--- config.mk ---
export PLATFORM = sky130hd
export DESIGN_NAME = edp_lane
export DESIGN_NICKNAME = d
export VERILOG_FILES = /design/src/rtl/core/euclidean_depth_point_assert.svh /design/src/rtl/core/edp_pkg.sv /design/src/rtl/core/edp_lane.sv
export SDC_FILE = /design/constraint.sdc
export NUM_CORES = 1
export LEC_CHECK = 0
export BUFFER_PORTS_ARGS = -buffer_cell sky130_fd_sc_hd__buf_2
export CORE_MARGIN = 5
export CORE_UTILIZATION = 50
export CTS_CLUSTER_DIAMETER = 80
export CTS_CLUSTER_SIZE = 20
export DETAILED_ROUTE_END_ITERATION = 10
export GPL_TIMING_DRIVEN = 0
export PLACE_DENSITY = 0.75
export SLEW_MARGIN = 10
export SYNTH_ARGS = -nofsm -noshare
export SYNTH_HDL_FRONTEND = slang
export SYNTH_SLANG_ARGS = --single-unit
export TNS_END_PERCENT = 1
--- constraint.sdc ---
create_clock -name clk -period 7.93 [get_ports clk]
set_input_delay 0.3965 -clock clk [delete_from_list [all_inputs] [get_ports clk]]
set_output_delay 0.3965 -clock clk [all_outputs]
set_load 0.01 [all_outputs]
--- src/rtl/core/euclidean_depth_point_assert.svh ---
// Assertion macros shared by the depth point design.
`ifndef EUCLIDEAN_DEPTH_POINT_ASSERT_SVH
`define EUCLIDEAN_DEPTH_POINT_ASSERT_SVH

// Same-cycle implication, disabled while reset is low.
`define EDP_ASSERT_NOW(label, clk, rst_n, ante, cons) \
  label: assert property (@(posedge clk) disable iff (!rst_n) (ante) |-> (cons)) \
    else $error("edp assertion failed");

// Next-cycle implication, disabled while reset is low.
`define EDP_ASSERT_NEXT(label, clk, rst_n, ante, cons) \
  label: assert property (@(posedge clk) disable iff (!rst_n) (ante) |=> (cons)) \
    else $error("edp assertion failed");

`endif

--- src/rtl/core/edp_pkg.sv ---
`timescale 1ns / 1ps
package edp_pkg;

  localparam int COORD_W   = 16;
  localparam int DIFF_W    = COORD_W + 1;
  localparam int MAG_W     = 16;
  localparam int SQ_W      = 2 * MAG_W;
  localparam int SUM_W     = SQ_W + 2;
  localparam int FRAC_W    = 16;
  localparam int RAD_W     = SUM_W + FRAC_W;
  localparam int ROOT_W    = RAD_W / 2;
  localparam int REM_W     = ROOT_W + 3;
  localparam int DEPTH_W   = 17;
  localparam int QUO_W     = DEPTH_W;
  localparam int DREM_W    = ROOT_W + 1;
  localparam int NUM_LOG2  = 24;
  localparam int DIMS_W    = 3;
  localparam int CFG_IDX_W = 3;
  localparam int NUM_CENTERS = 4;

  localparam logic [ROOT_W-1:0]  ONE_Q8     = ROOT_W'(256);
  localparam logic [ROOT_W-1:0]  DIST_MAX   = ROOT_W'(33553920);
  localparam logic [DEPTH_W-1:0] DEPTH_ONE  = DEPTH_W'(65536);
  localparam logic [DREM_W-1:0]  DIV_SEED   = DREM_W'(1) << (NUM_LOG2 - QUO_W);

  localparam logic [CFG_IDX_W-1:0] CFG_CENTER_0    = 3'd0;
  localparam logic [CFG_IDX_W-1:0] CFG_CENTER_1    = 3'd1;
  localparam logic [CFG_IDX_W-1:0] CFG_CENTER_2    = 3'd2;
  localparam logic [CFG_IDX_W-1:0] CFG_CENTER_3    = 3'd3;
  localparam logic [CFG_IDX_W-1:0] CFG_ACTIVE_DIMS = 3'd4;

  localparam logic [DIMS_W-1:0] DIMS_RESET = 3'd4;

  typedef struct packed {
    logic             vld;
    logic [SUM_W-1:0] sum;
  } sum_item_t;

  typedef struct packed {
    logic              vld;
    logic [ROOT_W-1:0] root;
  } dist_item_t;

endpackage

--- src/rtl/core/edp_lane.sv ---
`timescale 1ns / 1ps
module edp_lane (
  input  logic                              clk,
  input  logic signed [edp_pkg::COORD_W-1:0] coord,
  input  logic signed [edp_pkg::COORD_W-1:0] center,
  input  logic                              active,
  output logic [edp_pkg::SQ_W-1:0]          sq
);
  import edp_pkg::*;

  logic signed [DIFF_W-1:0] diff;
  logic [DIFF_W-1:0]        absd;
  logic [MAG_W-1:0]         mag_r;
  logic [MAG_W-1:0]         mag_nxt;
  logic [SQ_W-1:0]          sq_r;
  logic [SQ_W-1:0]          sq_nxt;

  always_comb begin
    diff    = DIFF_W'(coord) - DIFF_W'(center);
    absd    = diff[DIFF_W-1] ? (-diff) : diff;
    mag_nxt = active ? absd[MAG_W-1:0] : '0;
    sq_nxt  = SQ_W'(mag_r) * SQ_W'(mag_r);
  end

  always_ff @(posedge clk) begin
    mag_r <= mag_nxt;
    sq_r  <= sq_nxt;
  end

  assign sq = sq_r;

endmodule

* Word level (Yosys, flattened, before mapping) *
Index checks and enable logic that the tools add are counted.

word-level totals
  flip-flop bits (word level) = 48
  input bits = 34
  output and inout port bits = 32

cells by class
  $add $sub $neg = 2
  multiply operators = 1
  mux-type cells = 1

operators with widths
  kind              count
  $mul A16 B16 Y32  1
  $sub A16 B16 Y17  1
  $mux W16          1
  $neg A16 Y16      1

* Longest topological paths before layout *
  depth in word-level cells = 3
  depth in mapped cells = 26
  mapped depth without buffers = 24

* Worst setup path after synthesis *
Ideal clock, no wire load.

  kind = reg-to-reg
  start = reg mag_r[1]
  end = reg sq_r[30] (netlist: sq[30])
  setup time = 120 ps
  arrival = 5949 ps
  required time = 7810 ps
  slack = 1861 ps
  cell stages (with the launch flop) = 26
  period minus slack after synthesis = 6069 ps
  path through = dfxtp_1 clkbuf_1 clkbuf_1 and2_1 fa_1 inv_1 fa_1 inv_1 fa_1 inv_1 fa_1 inv_1 fa_1 inv_1 fa_1 inv_1 ha_1 a21o_1 a21o_1 a21o_1 a32oi_1 a31o_2 a21oi_1 a21o_1 a221o_1 xor2_1

on the way
  word-level cells in the longest chain between the ends = 1

ends and longest elaborated chain
  element                 line            source
  from (decl)             edp_lane.sv:13  logic [MAG_W-1:0] mag_r;
  from (signal assigned)  edp_lane.sv:26  mag_r <= mag_nxt;
  $mul A16 B16 Y32        edp_lane.sv:22  sq_nxt = SQ_W'(mag_r) * SQ_W'(mag_r);
  net sq_nxt[30]          edp_lane.sv:16  logic [SQ_W-1:0] sq_nxt;
  to (signal assigned)    edp_lane.sv:27  sq_r <= sq_nxt;
  to (decl)               edp_lane.sv:15  logic [SQ_W-1:0] sq_r;

The timed path passes the listed nets, and every way through them passes these cells.
A chain may end at the register's enable or synchronous reset.

* Worst setup path after layout *
  start = reg mag_r[4]
  end = reg sq_r[30] (netlist: sq[30])

The elaborated chain is that of the path after synthesis.

==> flow_summary.toml <==
[worst_setup_path]
crit_chain = "clkbuf_1 > clkbuf_1 > nand2_1 > fa_1 > fa_1 > inv_1 > ha_1 > fa_1 > inv_1 > fa_1 > fa_1 > inv_1 > ha_1 > a2111oi_0 > o21ai_0 > a32oi_1 > a31o_2 > a21oi_1 > a21o_1 > a221o_1 > xor2_1"
cp_slowest_cell = "fa_1"
rr_worst_depth = 21
crit_fanout = 10
cp-start-kind = "flop"
reg2reg_from = "mag_r[4]"
endpoint_kind = "flop"
reg2reg_slack_ps = 1050
crit_required_ps = 8130
cpPeakStageDelay_ps = 540
r2r-end = "sq[30]"
worst-setup-path-type = "flop to flop"
cp_common_cell = "fa_1"
worstPathArrival_ps = 7080

[detailed_routing]
first_iter_violations = 332
viasPerCell = 5.13
ant_nets = 0
vias = 7012
drt_wl_total_mm = 19.2
routed.top_layer = "met4"
firstDrtPassIters = 5
drt-met1-wl_mm = 7.99
drc = 0
wl_met2_mm = 9.63
wl_met3_um = 903
avgRoutedWirePerCell_um = 14.0

[synthesis]
avgSynthCellArea_sq_um = 8.89
ys.flop_type = "dfxtp_1"
syn_area_sq_um = 9440
syn_nets = 1377
synth_cell_types = 60
synth_warnings = 0
ys_seq_area_frac = 0.0996
synth.largest_area_cell = "fa_1"
synth_edf_count = 0
ys_async_sr_fraction = 0
synth_top_area_share = 0.348
synth_most_common_cell = "inv_1"
ys_ff_latch = 47
syn-instance-count = 1062
synth.area.top_cells = "fa_1, ha_1, inv_1"
synthTopCellsByCount = "inv_1, fa_1, ha_1"

[clocking]
postCtsSetupBuffers = 0
clkLatencyLatePin_ps = 310
cts_tree = "yes"
numCtsBuffers = 5
cts_num_sinks = 47
clkTransAtPathRegs_ps = 70
htreeDepth = 2
hold_buffers = 0
cts_resized = 0
cts_root_buffer = "clkbuf_16"
clockBufferDepth = 2

[final_layout]
nFillCells = 1701
nets = 1448
drive_gt1_frac = 0.0785
stdcell_count = 1368
area_growth_pct = 8.33
num_antenna_cells = 0

[sta]
finalMaxSlewViolations = 0
min_period_ps = 6880
slew_headroom = 0.542
tightest_slew_ps = 679
timing.final.hold_violations = 0
fin_crit_sh = 0.868
fmax_mhz = 145
skew_ps = 6.74
setup_violations = 0
holdWs_ps = 423
worst_slack_ps = 1050
fin_tns_setup_ps = 0
rsz0062_at_grt = "no"

[outcome]
run_status = "finished clean"

[floorplan]
ios = 66
die_x_um = 147
core_area_sq_um = 18600
die_y_um = 147
fp-row-count = 50
start_util = 0.507
die_area_sq_um = 21700

[run]
maxCapViolations = 0

[worst_hold_path]
hold_class = "primary input to flop"
hp-start = "active"
holdPathEnd = "mag_r[14]"
hold_path_depth = 3

[grt]
grt_remaining_overflow = 0
antenna_found_initial = 0
grt_pass1_wl_mm = 33.8
grt_usage = 0.190
grt_pass1_vias = 7481
grt_max_degree = 15

[placement]
hpwl_mm = 16.2
port_buffers = 64
gp_congestion = 0.897
dp.cells = 1360
post-place-ws_ps = 1120

[power_and_ir_drop]
cellLeakagePower_nw = 5.73
powerDensity_nw_per_um2 = 313
power_mw = 3.20
ir_drop_uv = 199
## routing by layer
layer / up-vias / track usage
met5: - / 0
met4: 0 / 0.0760
met3: 50 / 0.0279
met2: 176 / 0.338
met1: 3381 / 0.232
li1: 3405 / -
## registers in the layout (all words and copies together) (netlist names)
signal and count:
sq 31, mag_r 16
## cell usage in the layout, fill, tap and decap left out, types with 5 or more instances in the layout
master	Yosys	routed
xnor2_1	35	35
nand3_1	10	10
fa_1	164	164
and3_1	8	8
a31o_2	5	5
and2_1	54	54
ha_1	117	117
or3_1	6	6
nor2b_1	9	9
a21oi_1	31	31
a211oi_1	6	6
nor2_1	46	46
clkbuf_1	23	23
a31oi_1	7	7
xor2_1	16	16
nor3_1	11	11
a21o_1	19	19
a21boi_0	6	6
clkbuf_16	0	5
inv_1	274	274
o21ai_0	11	11
nand2_1	89	89
dfxtp_1	47	47
o21a_1	10	10
buf_2	0	64
## through the flow
stage                     utilization  instance area, sq um
after floorplan                     -                  9440
after global placement          0.539                 10100
after detailed placement        0.539                 10100
after CTS                       0.549                 10200
after global routing            0.549                 10200
final                           0.549                 10200
## layout make-up
| cell class | count | area [sq um] | share of cell area |
|---|---|---|---|
| Tap cell | 234 | 293 | 0.0286 |
| Timing Repair Buffer | 64 | 320 | 0.0313 |
| Buffer | 25 | 97.6 | 0.00954 |
| Multi-Input combinational cell | 716 | 7380 | 0.721 |
| Inverter | 274 | 1030 | 0.101 |
| Clock buffer | 6 | 139 | 0.0136 |
| Clock inverter | 2 | 35.0 | 0.00342 |
| Sequential cell | 47 | 941 | 0.0920 |
## where the power goes
part | total (mW) | internal [mW] | switching [mW]
combinational | 2.56 | 1.09 | 1.47
clock | 0.255 | 0.157 | 0.0979
sequential | 0.389 | 0.346 | 0.0426
total | 3.20 | 1.59 | 1.61
## kinds of logic after synthesis
logic type,after synthesis,synth area share
AO/OA/AOI/OAI,131,0.0986
XOR/XNOR,51,0.0473
adder cells (fa/ha/maj),281,0.503
buffers and inverters,299,0.119
flip-flops,47,0.0996
multiplexers,5,0.00556
other,1,0.000397
AND/OR/NAND/NOR,247,0.127
## critical path: cells and delay by family (launching register included)
kind | cells | cell delay [ps]
compound gates | 7 | 2060
flops | 1 | 370
xor+xnor | 1 | 140
buf+inv | 5 | 970
fa+ha+maj | 7 | 3060
simple gates | 1 | 160
## worst max path at each step
stage / cells after the start / startpoint / slack [ps] / to
global route: 21 / mag_r[14] / 680 / sq[29]
finish: 21 / mag_r[4] / 1050 / sq[30]
detailed placement: 21 / mag_r[7] / 1120 / sq[29]
floorplan: 25 / mag_r[1] / 1860 / sq[30]
CTS: 21 / mag_r[4] / 1110 / sq[30]
global placement: 21 / mag_r[4] / 1170 / sq[30]
No activity file was read; power rests on OpenSTA's default activity.
