$ cat config.mk
export PLATFORM = sky130hd
export DESIGN_NAME = edp_sqrt
export DESIGN_NICKNAME = d
export VERILOG_FILES = /design/src/rtl/core/euclidean_depth_point_assert.svh /design/src/rtl/core/edp_pkg.sv /design/src/rtl/core/edp_sqrt.sv
export SDC_FILE = /design/constraint.sdc
export NUM_CORES = 2
export LEC_CHECK = 0
export BUFFER_PORTS_ARGS = -buffer_cell sky130_fd_sc_hd__buf_2
export CAP_MARGIN = 15
export CORE_UTILIZATION = 30
export DETAILED_ROUTE_END_ITERATION = 6
export PLACE_DENSITY_LB_ADDON = 0.1
export SYNTH_ARGS = -nofsm -noshare
export SYNTH_HDL_FRONTEND = slang
export SYNTH_SLANG_ARGS = --single-unit
$ cat constraint.sdc
create_clock -name clk -period 4.3 [get_ports clk]
set_clock_uncertainty 0.05 [all_clocks]
set_input_delay 0.215 -clock clk [delete_from_list [all_inputs] [get_ports clk]]
set_output_delay 0.215 -clock clk [all_outputs]
set_load 0.01 [all_outputs]
$ cat src/rtl/core/euclidean_depth_point_assert.svh
// Assertion macros shared by the depth point design.
`ifndef EUCLIDEAN_DEPTH_POINT_ASSERT_SVH
`define EUCLIDEAN_DEPTH_POINT_ASSERT_SVH

// Same-cycle implication, disabled while reset is low.
`define EDP_ASSERT_NOW(label, clk, rst_n, ante, cons) \
  label: assert property (@(posedge clk) disable iff (!rst_n) (ante) |-> (cons)) \
    else $error("edp assertion failed");

// Next-cycle implication, disabled while reset is low.
`define EDP_ASSERT_NEXT(label, clk, rst_n, ante, cons) \
  label: assert property (@(posedge clk) disable iff (!rst_n) (ante) |=> (cons)) \
    else $error("edp assertion failed");

`endif

$ cat src/rtl/core/edp_pkg.sv
`timescale 1ns / 1ps
package edp_pkg;

  localparam int COORD_W   = 16;
  localparam int DIFF_W    = COORD_W + 1;
  localparam int MAG_W     = 16;
  localparam int SQ_W      = 2 * MAG_W;
  localparam int SUM_W     = SQ_W + 2;
  localparam int FRAC_W    = 16;
  localparam int RAD_W     = SUM_W + FRAC_W;
  localparam int ROOT_W    = RAD_W / 2;
  localparam int REM_W     = ROOT_W + 3;
  localparam int DEPTH_W   = 17;
  localparam int QUO_W     = DEPTH_W;
  localparam int DREM_W    = ROOT_W + 1;
  localparam int NUM_LOG2  = 24;
  localparam int DIMS_W    = 3;
  localparam int CFG_IDX_W = 3;
  localparam int NUM_CENTERS = 4;

  localparam logic [ROOT_W-1:0]  ONE_Q8     = ROOT_W'(256);
  localparam logic [ROOT_W-1:0]  DIST_MAX   = ROOT_W'(33553920);
  localparam logic [DEPTH_W-1:0] DEPTH_ONE  = DEPTH_W'(65536);
  localparam logic [DREM_W-1:0]  DIV_SEED   = DREM_W'(1) << (NUM_LOG2 - QUO_W);

  localparam logic [CFG_IDX_W-1:0] CFG_CENTER_0    = 3'd0;
  localparam logic [CFG_IDX_W-1:0] CFG_CENTER_1    = 3'd1;
  localparam logic [CFG_IDX_W-1:0] CFG_CENTER_2    = 3'd2;
  localparam logic [CFG_IDX_W-1:0] CFG_CENTER_3    = 3'd3;
  localparam logic [CFG_IDX_W-1:0] CFG_ACTIVE_DIMS = 3'd4;

  localparam logic [DIMS_W-1:0] DIMS_RESET = 3'd4;

  typedef struct packed {
    logic             vld;
    logic [SUM_W-1:0] sum;
  } sum_item_t;

  typedef struct packed {
    logic              vld;
    logic [ROOT_W-1:0] root;
  } dist_item_t;

endpackage

$ cat src/rtl/core/edp_sqrt.sv
`timescale 1ns / 1ps
module edp_sqrt (
  input  logic                   clk,
  input  logic                   rst_n,
  input  edp_pkg::sum_item_t     in_item,
  output edp_pkg::dist_item_t    out_item
);
  import edp_pkg::*;

  logic [REM_W-1:0]  rem_r  [ROOT_W];
  logic [ROOT_W-1:0] root_r [ROOT_W];
  logic [RAD_W-1:0]  rad_r  [ROOT_W];
  logic              vld_r  [ROOT_W];

  logic [REM_W-1:0]  rem_in  [ROOT_W];
  logic [ROOT_W-1:0] root_in [ROOT_W];
  logic [RAD_W-1:0]  rad_in  [ROOT_W];
  logic              vld_in  [ROOT_W];

  for (genvar j = 0; j < ROOT_W; j++) begin : g_stage
    logic [REM_W-1:0]  pulled;
    logic [REM_W-1:0]  trial;
    logic              ge;
    logic [REM_W-1:0]  rem_nxt;
    logic [ROOT_W-1:0] root_nxt;

    if (j == 0) begin : g_first
      assign rem_in[j]  = '0;
      assign root_in[j] = '0;
      assign rad_in[j]  = {in_item.sum, {FRAC_W{1'b0}}};
      assign vld_in[j]  = in_item.vld;
    end else begin : g_next
      assign rem_in[j]  = rem_r[j-1];
      assign root_in[j] = root_r[j-1];
      assign rad_in[j]  = rad_r[j-1];
      assign vld_in[j]  = vld_r[j-1];
    end

    always_comb begin
      pulled   = {rem_in[j][REM_W-3:0], rad_in[j][RAD_W-1-2*j -: 2]};
      trial    = {{(REM_W-ROOT_W-2){1'b0}}, root_in[j], 2'b01};
      ge       = (pulled >= trial);
      rem_nxt  = ge ? (pulled - trial) : pulled;
      root_nxt = {root_in[j][ROOT_W-2:0], ge};
    end

    always_ff @(posedge clk) begin
      if (!rst_n) begin
        vld_r[j] <= 1'b0;
      end else begin
        vld_r[j] <= vld_in[j];
      end
    end

    always_ff @(posedge clk) begin
      rem_r[j]  <= rem_nxt;
      root_r[j] <= root_nxt;
      rad_r[j]  <= rad_in[j];
    end
  end

  assign out_item.vld  = vld_r[ROOT_W-1];
  assign out_item.root = root_r[ROOT_W-1];

endmodule

## Word-level counts from Yosys, hierarchy flattened

Memory sizes are Yosys's and may differ from the RTL's.
Index checks and enable logic that the tools add are counted.

- Div/mod/pow operators: 0
- Shift-type cells: 0
- Muxes and demuxes: 52
- $mul: 0
- Bitwise gates (word level): 25
- Reductions and logical operators: 0
- Order comparisons: 25
- Equality and inequality tests: 0
- Add/subtract/negate cells: 25

Operator list:

| kind | number |
|---|---|
| $mux 28 | 25 |
| $ge 28x27->1 | 24 |
| $sub 28x27->28 | 24 |
| $mux 1 | 27 |
| $or 1x1->1 | 25 |
| $sub 2x1->3 const B | 1 |
| $ge 2x1->1 const B | 1 |

- Register bits: 0
- Bits in latches: 0
- Bits in read-only memories: 0
- Input port bits: 37
- Bits in writable memories: 2,600
- Memories kept: 4

Memory list:

| memory | words | width | rd ports | clocked after memory_dff | write ports | line | text |
|---|---|---|---|---|---|---|---|
| rad_r | 25 | 50 | 24 | 0 | 25 | edp_sqrt.sv:12 | `logic [RAD_W-1:0] rad_r [ROOT_W];` |
| rem_r | 25 | 28 | 24 | 0 | 25 | edp_sqrt.sv:10 | `logic [REM_W-1:0] rem_r [ROOT_W];` |
| root_r | 25 | 25 | 25 | 0 | 25 | edp_sqrt.sv:11 | `logic [ROOT_W-1:0] root_r [ROOT_W];` |
| vld_r | 25 | 1 | 25 | 0 | 25 | edp_sqrt.sv:13 | `logic vld_r [ROOT_W];` |

## Logic depth before layout (Yosys ltp)

An unclocked memory read counts as a cell.

- Depth in word-level cells: 3
- Depth in mapped cells: 15

## Worst setup path before layout

Ideal clock, no wire load.

- Kind: register -> register
- Start point: mem rem_r[5][56] (netlist name)
- End point: mem rem_r[5][103] (netlist name)
- Setup time: 121 ps
- Buffers on the path: 2
- Arrival time: 3,387 ps
- Required time: 4,129 ps
- Cell stages (with the launch flop): 13
- Path slack: 742 ps
- Path through: dfxtp_1 ha_1 fa_1 a211oi_1 o21bai_1 a2111oi_0 o31ai_1 a21oi_1 o221ai_1 a31o_2 clkbuf_1 clkbuf_1 mux2_2

RTL lines:

| what | line |
|---|---|
| start, declared | edp_sqrt.sv:10 |

==> summary.md <==
| Metric | Value |
|---|---|
| Cell variety after synth | 82 |
| GR Overflow Total | 0 |
| Synth area leader | dfxtp_1 |
| Post-synthesis sequential area ratio | 50.9% |
| Most frequent cell after synthesis | dfxtp_1 |
| Dpl hpwl | 78900 um |
| Peak supply drop | 0.312 mV |
| Standard-cell rows | 145 |
| Final ANT Viol Nets | 0 |
| Mapped Cells | 4799 |
| Worst setup EP type | register |
| Worst reg2reg endpoint | rem_r[5][109]$_DFF_P_ |
| Crit path required time | 4.90 ns |
| First-pass GRT wire length | approximately 170000 um |
| Tcrit/Tclk final | between 90% and 100% |
| Clk slew on worst S/H paths | around 0.050 ns |
| H-tree levels | 4 |
| DRC violation count after routing | 0 |
| Port Buf Inserts | 62 |
| Antenna Cells | 0 |
| Full die area | 159000 sq um |
| EDFF count, synth | 0 |
| WHS Endpoint | rad_r[0][33]$_DFF_P_ |
| Routability cong. | 0.830 |
| Via count | 32000 |
| Setup crit start kind | register |
| Hold Path Depth | 2 |
| Mean Syn Cell Area | 9.87 sq um |
| Top area cells in the synthesized netlist | dfxtp_1, ha_1, xnor2_1 |
| Initial core utilization | 30.3% |
| Syn Std Cell Area | 47400 sq um |
| Area grow syn2layout | 17.5% |
| Ys flop type | dfxtp_1 |
| Reg2reg path depth | 13 |
| Yosys top cell area share | approximately 50% |
| Setup CP Type | register to register |
| Final Hold Vio Count | 0 |
| Cells after DPL | 6871 |
| Ports | 63 |
| Slew @ Worst Pin | 0.828 ns |
| Initial antenna violation count | 1 |
| Synthesized flop and latch total | about 1200 |
| Drt pass-1 iters | 6 |
| Leak pwr | 26.1 nW |
| Hold Startpoint | in_item[17] |
| Post-Route WL | 103000 um |
| Top cells by count, synth | dfxtp_1, inv_1, ha_1 |
| Core ar. | 156000 sq um |
| Share of cells above drive strength 1 | 8.48% |
| Max_cap viols | 0 |
| Worst R2R Setup Slack | ~0.36 ns |
| Final setup viols | 0 |
| Critical Path AT | 4.54 ns |
| Clock latency on the worst-skew pair | 0.77 ns |
| Bufs on Longest Clock Path | 3 |
| Vias in the first global route | about 32000 |
| PwrDens | 589 nW/um^2 |
| Fmax | 0.254 GHz |
| Vias per inst | 4.45 |
| Clock Sinks | 1204 |
| Die X | 399 um |
| RSZ-0062 raised after global routing | no |
| Syn_nets | 5180 |
| Async SR Flop Fraction | 0% |
| Min cycle time layout | 3.94 ns |
| Total Neg Setup Slack | 0 ns |
| Avg WL per Cell | ~14 um |
| Worst min path class | input port to register |
| Max Fanout on Critical Path | 38 |
| Final Util | 35.6% |
| Final slew viol count | 0 |
| Hold WS | 0.0817 ns |
| Largest net degree at the start of global routing | 39 |
| First DRT Iteration DRCs | 1646 |
| Status | complete, no violations |
| Root Driver | clkbuf_16 |
| Fin nets | 5406 |
| Worst r2r src | rem_r[5][56]$_SDFF_PP0_ |
| Overall routing resource usage | approximately an eighth |
| Yosys warning total | 0 |
| Final Instance Count excl. Fillers | 7190 |
| Max-slew headroom | about 44% |
| Total CTS buffers | 141 |
| Die Ht | 399 um |
| CTS tree | yes |
-- metrics by stage --
step,total power [mW],instance area (sq um),setup slack (ns)
global placement,21.2,50300,0.313
finish,32.8,55600,0.363
CTS,33.4,55600,0.399
floorplan,19.2,47400,0.742
global route,34.9,55600,0.0363
detailed placement,21.2,50300,0.431
-- cell usage in the layout (no fill, tap or decap), types with 10 or more instances in the layout --
cell           synthesis  final
a211o_1               10     10
a211oi_1              26     25
a21boi_0              13     13
a21o_1               115    115
a21oi_1              301    301
a31oi_1               28     25
and2_1                41     41
and3_1                24     24
and4_1                10     10
buf_2                  2     62
buf_4                  0     31
bufinv_16              0     10
clkbuf_1              73     32
clkbuf_16              0    145
clkbuf_8               0     22
clkinv_2               0     23
dfxtp_1             1204   1204
dlygate4sd3_1          0     69
ha_1                 337    337
inv_1                417    417
mux2_2                61     61
nand2_1              317    317
nand2b_1              61     61
nand3_1               73     73
nand4_1               34     34
nand4b_1              11     11
nor2_1               300    298
nor2b_1               52     52
nor3_1               123    122
nor4_1                76     76
o21a_1                50     50
o21ai_0              245    245
o21bai_1              30     30
o31ai_1               37     37
or2_2                 30     30
or3_1                 48     48
or4_1                 28     28
xnor2_1              234    234
xor2_1               226    226
-- state kept, by name, indices dropped and copies added, names as in the netlist --
signal  flops
rad_r     272
vld_r      25
rem_r     582
root_r    325
-- logic make-up after synthesis --
family          share of synthesized area, %
mux                                     1.51
flops                                   50.9
compound gates                          12.5
fa+ha+maj                               9.20
other cells                          0.00792
buf+inv                                 3.95
simple gates                            13.5
xor+xnor                                8.51
-- cell type report --
| cell class | count | area (sq um) |
|---|---|---|
| repair buffers | 164 | 1270 |
| clock inverters | 51 | 633 |
| multi-input cells | 3097 | 21400 |
| flip-flops and latches | 1204 | 24100 |
| fillers | 15900 | 101000 |
| clock buffers | 199 | 4050 |
| inverters | 417 | 1570 |
| well taps | 2058 | 2570 |
-- worst max-delay path, stage by stage, from the launching register on --
cell	delay (ns)
dfxtp_1	0.36
ha_1	0.25
fa_1	0.43
a211oi_1	0.28
o21bai_1	0.18
a2111oi_0	0.56
buf_4	0.20
o31ai_1	0.12
a21oi_1	0.30
o221ai_1	0.23
a31o_2	0.31
buf_12	0.17
nor2b_1	0.14
mux2_2	0.25
-- metal layers --
layer / share of wire [%] / global-route usage [%] / vias to the layer above
li1: - / - / 16900
met5: 0 / 0 / -
met1: 49 / 17.2 / 14500
met2: 45 / 21.2 / 429
met4: 2.4 / 4.39 / 0
met3: 3.6 / 2.49 / 166
-- how the worst max path moves through the flow --
stage / endpoint / slack, ns / cells after the start / from
floorplan: rem_r[5][103]$_DFF_P_ / 0.74 / 12 / rem_r[5][56]$_SDFF_PP0_
global placement: rem_r[5][109]$_DFF_P_ / 0.31 / 13 / rem_r[5][56]$_SDFF_PP0_
detailed placement: rem_r[5][109]$_DFF_P_ / 0.43 / 13 / rem_r[5][56]$_SDFF_PP0_
CTS: rem_r[5][109]$_DFF_P_ / 0.40 / 13 / rem_r[5][56]$_SDFF_PP0_
global route: rem_r[5][109]$_DFF_P_ / 0.04 / 13 / rem_r[5][56]$_SDFF_PP0_
finish: rem_r[5][109]$_DFF_P_ / 0.36 / 13 / rem_r[5][56]$_SDFF_PP0_
-- power by group --
part | total [mW] | leakage, nW | internal (mW) | switching, mW
clock network | 11.9 | 2.29 | 7.19 | 4.68
logic | 5.96 | 13.8 | 2.84 | 3.12
registers | 15.0 | 10.0 | 13.3 | 1.68
total | 32.8 | 26.1 | 23.3 | 9.49
-- what timing repair did --
item,CTS,global route
setup buffers,0,0
endpoints found under the hold margin,60,0
hold buffers,69,0
resized for setup,0,0
No activity file was read; power rests on OpenSTA's default activity.
