[config.mk]
export PLATFORM = sky130hd
export DESIGN_NAME = edp_div
export DESIGN_NICKNAME = d
export VERILOG_FILES = /design/src/rtl/core/euclidean_depth_point_assert.svh /design/src/rtl/core/edp_pkg.sv /design/src/rtl/core/edp_div.sv
export SDC_FILE = /design/constraint.sdc
export NUM_CORES = 2
export LEC_CHECK = 0
export BUFFER_PORTS_ARGS = -buffer_cell sky130_fd_sc_hd__buf_2
export CAP_MARGIN = 10
export CORE_AREA = 4 4 312 314
export CTS_CLUSTER_DIAMETER = 100
export DETAILED_ROUTE_END_ITERATION = 10
export DIE_AREA = 0 0 316 318
export PLACE_DENSITY = 0.7
export SYNTH_ARGS = -nofsm -noshare
export SYNTH_HDL_FRONTEND = slang
export SYNTH_SLANG_ARGS = --single-unit
[constraint.sdc]
create_clock -name clk -period 5 [get_ports clk]
set_input_delay 0.25 -clock clk [delete_from_list [all_inputs] [get_ports clk]]
set_output_delay 0.25 -clock clk [all_outputs]
set_load 0.02 [all_outputs]
[src/rtl/core/euclidean_depth_point_assert.svh]
// Assertion macros shared by the depth point design.
`ifndef EUCLIDEAN_DEPTH_POINT_ASSERT_SVH
`define EUCLIDEAN_DEPTH_POINT_ASSERT_SVH

// Same-cycle implication, disabled while reset is low.
`define EDP_ASSERT_NOW(label, clk, rst_n, ante, cons) \
  label: assert property (@(posedge clk) disable iff (!rst_n) (ante) |-> (cons)) \
    else $error("edp assertion failed");

// Next-cycle implication, disabled while reset is low.
`define EDP_ASSERT_NEXT(label, clk, rst_n, ante, cons) \
  label: assert property (@(posedge clk) disable iff (!rst_n) (ante) |=> (cons)) \
    else $error("edp assertion failed");

`endif

[src/rtl/core/edp_pkg.sv]
`timescale 1ns / 1ps
package edp_pkg;

  localparam int COORD_W   = 16;
  localparam int DIFF_W    = COORD_W + 1;
  localparam int MAG_W     = 16;
  localparam int SQ_W      = 2 * MAG_W;
  localparam int SUM_W     = SQ_W + 2;
  localparam int FRAC_W    = 16;
  localparam int RAD_W     = SUM_W + FRAC_W;
  localparam int ROOT_W    = RAD_W / 2;
  localparam int REM_W     = ROOT_W + 3;
  localparam int DEPTH_W   = 17;
  localparam int QUO_W     = DEPTH_W;
  localparam int DREM_W    = ROOT_W + 1;
  localparam int NUM_LOG2  = 24;
  localparam int DIMS_W    = 3;
  localparam int CFG_IDX_W = 3;
  localparam int NUM_CENTERS = 4;

  localparam logic [ROOT_W-1:0]  ONE_Q8     = ROOT_W'(256);
  localparam logic [ROOT_W-1:0]  DIST_MAX   = ROOT_W'(33553920);
  localparam logic [DEPTH_W-1:0] DEPTH_ONE  = DEPTH_W'(65536);
  localparam logic [DREM_W-1:0]  DIV_SEED   = DREM_W'(1) << (NUM_LOG2 - QUO_W);

  localparam logic [CFG_IDX_W-1:0] CFG_CENTER_0    = 3'd0;
  localparam logic [CFG_IDX_W-1:0] CFG_CENTER_1    = 3'd1;
  localparam logic [CFG_IDX_W-1:0] CFG_CENTER_2    = 3'd2;
  localparam logic [CFG_IDX_W-1:0] CFG_CENTER_3    = 3'd3;
  localparam logic [CFG_IDX_W-1:0] CFG_ACTIVE_DIMS = 3'd4;

  localparam logic [DIMS_W-1:0] DIMS_RESET = 3'd4;

  typedef struct packed {
    logic             vld;
    logic [SUM_W-1:0] sum;
  } sum_item_t;

  typedef struct packed {
    logic              vld;
    logic [ROOT_W-1:0] root;
  } dist_item_t;

endpackage

[src/rtl/core/edp_div.sv]
`timescale 1ns / 1ps
module edp_div (
  input  logic                       clk,
  input  logic                       rst_n,
  input  edp_pkg::dist_item_t        in_item,
  output logic                       out_valid,
  output logic [edp_pkg::ROOT_W-1:0] out_dist,
  output logic [edp_pkg::DEPTH_W-1:0] out_depth
);
  import edp_pkg::*;

  logic              pre_vld_r;
  logic [ROOT_W-1:0] pre_dist_r;
  logic [ROOT_W-1:0] pre_den_r;

  logic [DREM_W-1:0] drem_r [QUO_W];
  logic [QUO_W-1:0]  quo_r  [QUO_W];
  logic [ROOT_W-1:0] den_r  [QUO_W];
  logic [ROOT_W-1:0] dist_r [QUO_W];
  logic              vld_r  [QUO_W];

  logic [DREM_W-1:0] drem_in [QUO_W];
  logic [QUO_W-1:0]  quo_in  [QUO_W];
  logic [ROOT_W-1:0] den_in  [QUO_W];
  logic [ROOT_W-1:0] dist_in [QUO_W];
  logic              vld_in  [QUO_W];

  always_ff @(posedge clk) begin
    if (!rst_n) begin
      pre_vld_r <= 1'b0;
    end else begin
      pre_vld_r <= in_item.vld;
    end
  end

  always_ff @(posedge clk) begin
    pre_dist_r <= in_item.root;
    pre_den_r  <= in_item.root + ONE_Q8;
  end

  for (genvar k = 0; k < QUO_W; k++) begin : g_stage
    logic [DREM_W-1:0] shifted;
    logic [DREM_W-1:0] dcmp;
    logic              ge;
    logic [DREM_W-1:0] drem_nxt;
    logic [QUO_W-1:0]  quo_nxt;

    if (k == 0) begin : g_first
      assign drem_in[k] = DIV_SEED;
      assign quo_in[k]  = '0;
      assign den_in[k]  = pre_den_r;
      assign dist_in[k] = pre_dist_r;
      assign vld_in[k]  = pre_vld_r;
    end else begin : g_next
      assign drem_in[k] = drem_r[k-1];
      assign quo_in[k]  = quo_r[k-1];
      assign den_in[k]  = den_r[k-1];
      assign dist_in[k] = dist_r[k-1];
      assign vld_in[k]  = vld_r[k-1];
    end

    always_comb begin
      shifted  = {drem_in[k][DREM_W-2:0], 1'b0};
      dcmp     = {1'b0, den_in[k]};
      ge       = (shifted >= dcmp);
      drem_nxt = ge ? (shifted - dcmp) : shifted;
      quo_nxt  = {quo_in[k][QUO_W-2:0], ge};
    end

    always_ff @(posedge clk) begin
      if (!rst_n) begin
        vld_r[k] <= 1'b0;
      end else begin
        vld_r[k] <= vld_in[k];
      end
    end

    always_ff @(posedge clk) begin
      drem_r[k] <= drem_nxt;
      quo_r[k]  <= quo_nxt;
      den_r[k]  <= den_in[k];
      dist_r[k] <= dist_in[k];
    end
  end

  assign out_valid = vld_r[QUO_W-1];
  assign out_dist  = dist_r[QUO_W-1];
  assign out_depth = quo_r[QUO_W-1];

endmodule

Word-level counts from Yosys, hierarchy flattened

Memories as Yosys holds them, arrays and structs flattened.
Cells that the tools add are included.

Register bits: 51
Output and inout port bits: 43
Logic and storage cells: 96
RAM bits: 1,598
Memories kept: 5
Input bits: 28

Order comparisons: 17
Bitwise logic cells: 17
Multiplexer cells: 36
Add/sub/neg operators: 18

Memories:

| name   | words | bits a word | rd ports | clocked after memory_dff | write ports | RTL line      | source |
|---|---|---|---|---|---|---|---|
| drem_r | 17    | 26          | 16       | 0                        | 17          | edp_div.sv:16 | `logic [DREM_W-1:0] drem_r [QUO_W];` |
| den_r  | 17    | 25          | 16       | 0                        | 17          | edp_div.sv:18 | `logic [ROOT_W-1:0] den_r [QUO_W];` |
| dist_r | 17    | 25          | 17       | 0                        | 17          | edp_div.sv:19 | `logic [ROOT_W-1:0] dist_r [QUO_W];` |
| quo_r  | 17    | 17          | 17       | 0                        | 17          | edp_div.sv:17 | `logic [QUO_W-1:0] quo_r [QUO_W];` |
| vld_r  | 17    | 1           | 17       | 0                        | 17          | edp_div.sv:20 | `logic vld_r [QUO_W];` |

Operators by type and width:

| operator                                                              | count |
|---|---|
| 26-bit two-way mux                                                    | 17 |
| 26-bit by 25-bit >= comparator with 1-bit output                      | 16 |
| 26-bit by 25-bit subtractor with 26-bit output                        | 16 |
| 9-bit by 25-bit subtractor with 26-bit output, first input constant   | 1 |
| 25-bit by 9-bit adder with 25-bit output, second input constant       | 1 |
| 9-bit by 25-bit >= comparator with 1-bit output, first input constant | 1 |
| 1-bit two-way mux                                                     | 19 |
| 1-bit bitwise OR                                                      | 17 |

Depth between registers and ports, before layout

An unclocked memory read counts as a cell.

Depth after elaboration: 3
Gate-level depth with buffers: 15
Depth with buffers taken out: 12

Worst setup path before layout

OpenSTA, ideal clock, no wires.

Path type: reg2reg
From: memory den_r[0][159] (netlist name)
To: memory drem_r[0][202] (netlist name)
Path buffers: 1
Data required time: 4.877 ns
Stages on the path, launching flop included: 13
Clock period less this slack: 2.941 ns
Setup time: 0.123 ns
Slack: 2.059 ns
Arrival: 2.818 ns
Cells stage by stage: dfxtp_1 > inv_1 > ha_1 > and3_1 > and3_4 > nand3_2 > a21oi_1 > o41ai_2 > o21ai_2 > a21o_1 > a221oi_4 > buf_6 > mux2_1

RTL lines:

| what        | RTL line |
|---|---|
| from (decl) | edp_div.sv:18 |
| to (decl)   | edp_div.sv:16 |

==> run summary <==
Outcome = completed
Tightest Pin Transition = 1150 ps
Area of the multi-input gates = 23000 µm²
Top cell type's share of synthesized area = 0.509
Clock Sinks = 1310
Register Area = 26200 µm²
Final worst slack = 1040 ps
Slew margin rel. = 0.233
CP required = 5630 ps
Starting Density = 0.545
Die Y = 318 µm
Clock Path Buffers = 3
TritonCTS Buffers = 131
Avg WL per Cell = 16.5 µm
Largest area contributor in the netlist = dfxtp_1
First-pass iteration count of the detailed router = 7
Initial DRC count = 2469
Final nets = 5766
Max_cap viols = 0
First-pass GRT wire length = 179000 µm
Resize count post-CTS = 0
Share of cells above drive strength 1 = 0.0798
Top cell by count, worst path = o21ai_0
Synth Instances = 5182
Worst setup SP type = flop
Number of post-CTS setup repair buffers = 0
CTS tree = yes
Synth unique cells = 90
Min Tclk post-route = 3960 ps
Worst slack, placed = 1130 ps
EDFF count, synth = 0
Post-synth ARST share = 0
Core area = 94600 µm²
Area grow syn2layout = 12.9%
Setup repair after global routing missed its margin = false
Final WL = 111000 µm
Sequential share of the synthesized area = 0.509
Via count = 35598
Worst Hold Class = in2reg
Largest net degree at the start of global routing = 50
CP peak stage delay = 690 ps
Critical-path cell list = inv_1, fa_1, nor2b_1, o21ai_0, a21boi_1, o21ai_0, o31ai_1, a21boi_0, o211a_1, clkinv_2, mux2_2
PwrDens = 711 nW/µm²
Synthesized area per cell = 9.95 µm²
#FFs+latches synth = 1310
Root buffer cell = clkbuf_16
Final setup vio count = 0
Mapped cell area = 51500 µm²
Critical path arrival = 4600 ps
Die W = 316 µm
Via/cell ratio = 5.32
Peak supply drop = 0.000353 V
Critical-path top delay cell = o31ai_1
# rows = 113
Tcrit/Tclk final = 0.793
Crit end category = flop
Final clock skew = 34.7 ps
Reg clk slew, reported paths = 60 ps
Hold Vio Cnt, Final = 0
P_leak = 26.6 nW
Port bufs = 70
Post-Route Setup TNS = 0 ps
CP Max Fanout = 26
Htree depth = 4
Placed wire-length estimate = 82900 µm
Initial antenna violation count = 2
Residual DRC = 0
FILL cells = 7811
Post-DRT Antenna Nets = 0
Synth warnings = 0
Insertion delay to the later sink of the worst-skew pair = 750 ps
GR Util All Layers = 0.220
Vias in the first global route = 34990
Ports = 71
Crit Path Class = reg2reg
FMAX = 252 MHz
Synth top area cells = dfxtp_1, ha_1, a21oi_1, inv_1, xnor2_1
Ys flop type = dfxtp_1
Die ar. = 100000 µm²
Aggregate global routing overflow = 0
Slew Limit Fails = 0
GPL Wtd Cong = 0.935
==> kinds of logic after synthesis <==
logic type | count (synthesis) | synth area share
AOI/OAI and AO/OA | 1283 | 0.157
muxes | 123 | 0.0272
and+or+nand+nor | 1109 | 0.103
buffers and inverters | 616 | 0.0465
DFF | 1310 | 0.509
xor gates and xnor gates | 324 | 0.0550
adders and majority gates | 416 | 0.103
other | 1 | 0.0000727
==> final timing paths <==
check	start	end	slack (ps)	cells after the start
hold / removal	in_item[6]	pre_den_r[6]	120	2
hold reg to reg	dist_r[0][269]	dist_r[0][294]	320	0
setup reg to reg	drem_r[0][78]	drem_r[0][117]	1040	11
setup / recovery	drem_r[0][78]	drem_r[0][117]	1040	11
==> report_power, final <==
group / internal [W] / switching (W)
logic: 0.00727 / 0.00939
clock network: 0.00624 / 0.00415
registers: 0.0130 / 0.00136
total: 0.0265 / 0.0149
==> cell usage in the layout, fill, tap and decap left out, types with 27 or more instances in the layout <==
cell           count
dfxtp_1         1310
inv_1            498
ha_1             401
a21oi_1          392
nand2_1          337
o21ai_0          308
nor2_1           296
xnor2_1          188
a21o_1           181
xor2_1           136
clkbuf_16        131
nand3_1           89
mux2_2            79
o21a_1            78
buf_2             70
nand4_1           54
nor2b_1           52
a31oi_1           52
nand2b_1          51
nor3_1            49
and2_1            38
and3_1            33
mux2_1            32
o31ai_1           31
o21bai_1          30
dlygate4sd3_1     28
clkbuf_1          27
==> critical path, delay by kind of cell, from the launching register on <==
family	cells	cell delay [ps]
AOI/OAI and AO/OA	6	2070
adders and majority gates	1	470
buffers and inverters	2	440
muxes	1	380
DFF	1	350
and+or+nand+nor	1	140
==> stage by stage <==
step	cell area, µm²	hold WS, ps	cells	util	power (W)
floorplan	51600	278	5189	-	0.0270
global placement	53200	310	6426	0.562	0.0307
detailed placement	53200	312	6426	0.562	0.0308
finish	58200	125	6695	0.615	0.0414
global route	58200	102	6695	0.615	0.0443
CTS	58200	77.5	6694	0.615	0.0415
==> area by class of cell <==
cell class              instances  area share
clock buffers                 172      0.0614
diodes                          1   0.0000430
multi-input cells            3263       0.395
flip-flops and latches       1310       0.451
repair buffers                115      0.0130
inverters                     501      0.0323
well taps                    1265      0.0272
clock inverters                68      0.0200
==> flip-flops by register name, indices dropped and copies added, names as in the netlist <==
signal      count
pre_den_r      25
vld_r          17
pre_vld_r       1
quo_r         153
drem_r        400
den_r         400
pre_dist_r     17
dist_r        297
==> cell usage after synthesis (all sizes together) (6+ instances only) <==
cell and instances:
a211o 12, or3 22, and4 13, nand2 337
mux2i 6, o41ai 17, ha 401, fa 15
a21oi 395, buf 39, inv 500, nor3b 8
nor2 296, a31o 7, a211oi 25, o211ai 25
o311ai 6, nor2b 52, a41oi 10, o21a 78
o21bai 30, and2 38, a21o 181, xor2 136
nor4b 8, xnor2 188, mux2 117, nand4 54
o31ai 34, a31oi 52, or4 6, and3 34
nand3 90, o31a 19, nor3 49, dfxtp 1310
nor4 23, nand2b 51, a2111oi 9, or2 13
clkbuf 76, o21ai 316, a21boi 15
==> repair_timing <==
| item | CTS | global route |
|---|---|---|
| endpoints found under the setup margin | 0 | 0 |
| endpoints found under the hold margin | 60 | 0 |
| hold buffers | 28 | 0 |
==> per-layer routing <==
layer	wire, µm	track usage	vias to the layer above	part of all wire
met4	3070	0.0717	0	0.028
met3	5740	0.0415	189	0.052
met2	50000	0.356	858	0.45
met1	51800	0.297	16473	0.47
li1	-	-	18078	-
met5	0	0	-	0
Note: power is estimated with default switching activity, not from simulation.
